## config.mk

```make
export PLATFORM = sky130hd
export DESIGN_NAME = psx_ctrl
export DESIGN_NICKNAME = d
export VERILOG_FILES = /design/src/rtl/psx_pkg.sv /design/src/rtl/psx_ctrl.sv
export SDC_FILE = /design/constraint.sdc
export NUM_CORES = 1
export LEC_CHECK = 0
export BUFFER_PORTS_ARGS = -buffer_cell sky130_fd_sc_hd__clkbuf_2
export CORE_ASPECT_RATIO = 0.6
export CORE_UTILIZATION = 28
export DETAILED_ROUTE_END_ITERATION = 10
export GPL_TIMING_DRIVEN = 0
export SKIP_CTS_REPAIR_TIMING = 1
export SLEW_MARGIN = 20
export SYNTH_ARGS = -nofsm -noshare
export SYNTH_HDL_FRONTEND = slang
export SYNTH_SLANG_ARGS = --single-unit
```

## constraint.sdc

```tcl
create_clock -name clk -period 1.9 [get_ports clk]
set_clock_uncertainty 0.2 [all_clocks]
set_input_delay 0.095 -clock clk [delete_from_list [all_inputs] [get_ports clk]]
set_output_delay 0.095 -clock clk [all_outputs]
set_load 0.05 [all_outputs]
```

## src/rtl/psx_pkg.sv

```systemverilog
// Shared types, constants and helpers for the polyline stroke expander.
`default_nettype none

package psx_pkg;

	// Field widths
	localparam int CoordW    = 32;
	localparam int PrevW     = 16;
	localparam int HalfW     = 12;
	localparam int LimitW    = 16;
	localparam int TotalW    = 17;
	localparam int CfgIdxW   = 1;
	localparam int CfgDataW  = 16;

	// Arithmetic widths
	localparam int MagW      = 31;   // shifted step magnitude
	localparam int RootW     = 32;   // floor of the step length
	localparam int QuotW     = 28;   // offset magnitude, at most half width * 2^16
	localparam int SqrtSteps = 32;
	localparam int DivSteps  = 28;
	localparam int CntW      = 5;

	// Register indexes
	localparam logic [CfgIdxW-1:0] CfgHalfWidth   = 1'b0;
	localparam logic [CfgIdxW-1:0] CfgVertexLimit = 1'b1;

	localparam logic [HalfW-1:0]  HalfWidthReset  = 12'd1;
	localparam logic [LimitW-1:0] VertexLimReset  = 16'd64;
	localparam logic [TotalW-1:0] VertexTotalMax  = 17'h1FFFF;
	localparam logic [TotalW-1:0] VertsPerPoint   = 17'd2;

	// Controller to datapath
	typedef struct packed {
		logic load;
		logic sqr;
		logic sum;
		logic sqrt_step;
		logic mul;
		logic div_step;
		logic finish;
	} cmd_t;

	// Datapath to controller
	typedef struct packed {
		logic special;
		logic out_free;
	} sts_t;

	// Clamp a 33-bit signed sum to the signed 32-bit range
	function automatic logic [CoordW-1:0] sat33(input logic signed [CoordW:0] v);
		logic [CoordW-1:0] r;
		if (v[CoordW] != v[CoordW-1])
			r = v[CoordW] ? {1'b1, {(CoordW-1){1'b0}}} : {1'b0, {(CoordW-1){1'b1}}};
		else
			r = v[CoordW-1:0];
		return r;
	endfunction

endpackage

`default_nettype wire

```

## src/rtl/psx_ctrl.sv

```systemverilog
// Sequencing state machine for the stroke expander.
`default_nettype none

module psx_ctrl (
	input  wire logic           clk,
	input  wire logic           arst_n,
	input  wire logic           in_valid,
	output logic                in_ready,
	input  wire psx_pkg::sts_t  sts,
	output psx_pkg::cmd_t       cmd
);
	import psx_pkg::*;

	typedef enum logic [6:0] {
		IDLE = 7'b0000001,
		SQR  = 7'b0000010,
		SUM  = 7'b0000100,
		SQRT = 7'b0001000,
		MUL  = 7'b0010000,
		DIV  = 7'b0100000,
		DONE = 7'b1000000
	} state_t;

	state_t          state_q, state_d;
	logic [CntW-1:0] cnt_q, cnt_d;

	assign in_ready = (state_q == IDLE);

	// Next state and commands
	always_comb begin
		state_d = state_q;
		cnt_d   = cnt_q;
		cmd     = '0;
		case (state_q)
			IDLE: begin
				cmd.load = in_valid;
				if (in_valid)
					state_d = SQR;
			end
			SQR: begin
				cmd.sqr = 1'b1;
				state_d = sts.special ? DONE : SUM;
			end
			SUM: begin
				cmd.sum = 1'b1;
				cnt_d   = CntW'(SqrtSteps - 1);
				state_d = SQRT;
			end
			SQRT: begin
				cmd.sqrt_step = 1'b1;
				cnt_d = cnt_q - 1'b1;
				if (cnt_q == '0)
					state_d = MUL;
			end
			MUL: begin
				cmd.mul = 1'b1;
				cnt_d   = CntW'(DivSteps - 1);
				state_d = DIV;
			end
			DIV: begin
				cmd.div_step = 1'b1;
				cnt_d = cnt_q - 1'b1;
				if (cnt_q == '0)
					state_d = DONE;
			end
			DONE: begin
				cmd.finish = sts.out_free;
				if (sts.out_free)
					state_d = IDLE;
			end
			default: state_d = IDLE;
		endcase
	end

	always_ff @(posedge clk or negedge arst_n) begin
		if (!arst_n) begin
			state_q <= IDLE;
			cnt_q   <= '0;
		end else begin
			state_q <= state_d;
			cnt_q   <= cnt_d;
		end
	end

endmodule

`default_nettype wire

```

Word level (Yosys, flattened, before mapping)
Index checks and enable logic that the tools add are counted.

Register bits: 12.

$add $sub $neg: 1. Reduce and logical (&&, ||, !) cells: 4. Muxes and demuxes: 14. Equal/unequal tests: 11.

Operator list (count): $pmux W7 S7 (1); $mux W7 (5); $pmux W5 S3 (1); $ne A2 B2 Y1 const B (4); $eq A7 B1 Y1 const B (1); $eq A7 B2 Y1 const B (1); $eq A7 B3 Y1 const B (1); $eq A7 B4 Y1 const B (1); $eq A7 B5 Y1 const B (1); $eq A7 B6 Y1 const B (1); $eq A7 B7 Y1 const B (1); $mux W1 (7); $logic_not A5 Y1 (1); $sub A5 B1 Y5 const B (1); $reduce_and A4 Y1 (1); $reduce_bool A3 Y1 (1); $reduce_or A2 Y1 (1).

Depth between registers and ports, before layout
Word-level depth: 3. Mapped depth: 6. Depth with buffers taken out: 6.

Least setup slack after synthesis
Ideal clock, no wire load.

Path type: reg-to-output. Start point: reg state_q[2]. End point: out cmd[6] in the netlist's numbering. Stages on the path, launching flop included: 4. Data arrival time: 2.385 ns. Setup slack: -0.780 ns. Path through: dfrtp_1 > nor3_1 > nand2_1 > nor4_1.

RTL lines: from (decl) (RTL line psx_ctrl.sv:24) `state_t state_q, state_d;`; from (signal assigned) (RTL line psx_ctrl.sv:80) `state_q <= state_d;`; to (decl) (RTL line psx_ctrl.sv:10) `output psx_pkg::cmd_t cmd`.

==> impl_metrics.py <==
metrics = {
    "floorplanning": {
        "start_util_pct": 30.8,
        "die_w_um": 66.4,
        "die_y_um": 40.6,
        "dieArea_um2": 2700,
        "num_io_pins": 13,
        "rows": 13,
        "core_area_um2": 2260,
    },
    "finish": {
        "final_cells": 124,
        "nNetsFinal": 102,
        "layout_commonest_cell": "dfrtp_1",
        "drive_gt1_share_pct": 33.0,
        "area_delta_synth_final_pct": 36.4,
        "final_cell_mix": "11 x dfrtp_1, 7 x inv_1, 7 x clkbuf_2, 6 x nor2_1",
        "n_antenna_cell": 0,
        "finalCoreUtilization_pct": 42.1,
    },
    "detailed_routing": {
        "vias": 642,
        "ant_nets": 0,
        "drt_iter0_markers": 23,
        "drc_errors": 0,
        "totalWireLength_mm": 1.60,
        "wl_per_cell_um": 12.9,
        "vias_per_cell": 5.18,
        "dr.pass1.iters": 4,
    },
    "worst_setup_path": {
        "crit_fanout": 6,
        "critPathArrivalTime_ns": 1.55,
        "worstPathRequired_ns": 1.60,
        "path_class": "flop to output pin",
        "end_kind": "output pin",
        "start_kind": "flop",
    },
    "global_routing": {
        "grt_max_degree": 13,
        "grtUsageMet3_pct": 4.44,
        "busiest_layer": "met2",
        "overflow": 0,
        "met1_usage_pct": 17.0,
        "grt_pass1_vias": 518,
        "use_met2_pct": 18.4,
        "grt_pass1_wl_mm": 2.36,
        "grt_antenna_before_repair": 0,
        "grt_usage_pct": 12.5,
    },
    "synthesis": {
        "syn_area_um2": 697,
        "syn_avg_cell_area_um2": 9.68,
        "synth_compound_area_share_pct": 16.3,
        "ys_seq_area_share_pct": 43.3,
        "synth-xor-area-share_pct": 3.77,
        "synth.area.top_cells": "dfrtp_1 39%, dfstp_2 3.8%, inv_1 3.8%",
        "synthSimpleGateAreaFrac_pct": 27.6,
        "synthesis.nets": 79,
        "synth_top_family_by_area": "simple AND/OR/NAND/NOR gates",
        "netlist_instances": 72,
        "synth_top_cell_by_area": "dfrtp_1",
        "synth_cell_types": 33,
        "ys_seq_elements": 12,
        "synth_top_area_share_pct": 39.5,
        "yosysWarnings": 0,
        "yosys.area_share.adder_pct": 3.59,
        "synth_edf_count": 0,
        "synth_flop_cell": "dfrtp_1",
        "muxShareOfSynthArea_pct": 0,
        "synth-async-reset-ratio_pct": 100,
    },
    "placement": {
        "io_buffers": 12,
        "pre_cts_slack_ns": -0.0823,
        "dp.cells": 114,
        "dp_hpwl_mm": 1.11,
        "place_congestion": 0.786,
    },
    "power_and_ir_drop": {
        "peakVddDrop_v": 0.000788,
        "p_per_area_nw_per_um2": 1390,
        "static-leakage-power_nw": 0.462,
    },
    "cts": {
        "numCtsBuffers": 3,
        "h-tree-depth": 1,
        "cts_num_sinks": 12,
        "cts_tree": "yes",
        "cts_buffer_depth": 2,
        "clkSlewWorstSetupHoldPaths_ns": 0.05,
        "root_buffer": "clkbuf_8",
        "insertion_delay_ns": 0.24,
    },
    "sta": {
        "fmax_mhz": 542,
        "slew_headroom_pct": 67.0,
        "finalSetupViolations": 0,
        "worst_pin_slew_ns": 0.496,
        "rsz0062_at_grt": "true",
        "hold_viol": 0,
        "whs_ns": 0.0729,
        "fin_setup_tns_ns": 0,
        "maxSlewViolCount": 0,
        "setup_ws_ns": 0.0551,
        "post-route-min-period_ns": 1.84,
        "fin_crit_sh_pct": 97.1,
    },
    "hold_path": {
        "hold_class": "primary input to async pin",
    },
    "status": {
        "run_status": "finished, final reports clean",
    },
    "flow_run": {
        "cap_viol_max_count": 0,
    },
}
## cell families after synthesis
family,after synthesis
and+or+nand+nor,30
AOI/OAI and AO/OA,17
DFF,12
buffers and inverters,8
xor gates and xnor gates,3
adders and majority gates,2
## synth_stat cells, types with 2 or more instances
master and instances:
o22ai_1 3, and3_1 2, ha_1 2, o21ai_0 2, nor4_1 2, a21o_1 2
nand2_1 3, xnor2_1 2, dfrtp_1 11, nor2_1 7, a21oi_1 3, nor3_1 5
inv_1 7, a2bb2oi_1 2
## layer usage
metal	wire length, µm	up-vias
li1	-	308
met1	759	309
met2	737	23
met3	96	2
met4	6	0
met5	0	-
## report_power, final
group	leakage, nW	internal, mW	switching, mW	total [mW]
Combinational	0.282	0.250	0.360	0.610
Clock	0.0288	0.183	0.0923	0.275
Sequential	0.151	0.347	0.0930	0.440
Total	0.462	0.779	0.545	1.32
## worst max-delay path: stages, from the launching register on
cell and delay, ns:
dfrtp_1 0.47, nor3_4 0.28, and4_2 0.28, clkbuf_2 0.28
## flip-flops by register name, summed over array words and instances, names as in the netlist
register / cells
state_q: 7
cnt_q: 5
## final timing paths
| check | slack (ns) | end | start | cells after the start |
|---|---|---|---|---|
| worst min-delay path | 0.07 | state_q[5]$_DFFE_PN0P_ | arst_n | 2 |
| max in group asynchronous | 1.14 | state_q[0]$_DFFE_PN1P_ | arst_n | 2 |
| worst max register to register | 0.08 | cnt_q[2]$_DFFE_PN0P_ | state_q[1]$_DFFE_PN0P_ | 6 |
| worst max-delay path | 0.06 | cmd[5] | state_q[2]$_DFFE_PN0P_ | 3 |
| worst min register to register | 0.36 | cnt_q[4]$_DFFE_PN0P_ | cnt_q[4]$_DFFE_PN0P_ | 1 |
| min in group clk | 0.36 | cnt_q[4]$_DFFE_PN0P_ | cnt_q[4]$_DFFE_PN0P_ | 1 |
## metrics by stage
step	power, mW	cell area, µm²
CTS	1.28	861
detailed placement	1.00	806
finish	1.32	951
global route	1.41	951
global placement	0.994	806
floorplan	0.886	708
## cell type report
class                   instances  area (µm²)
fillers                       216        1310
inverters                       7        26.3
repair buffers                 18         123
flip-flops and latches         12         302
clock buffers                   4        55.1
plain buffers                   1        11.3
well taps                      30        37.5
multi-input cells              52         397
Note: power is estimated with default switching activity, not from simulation.
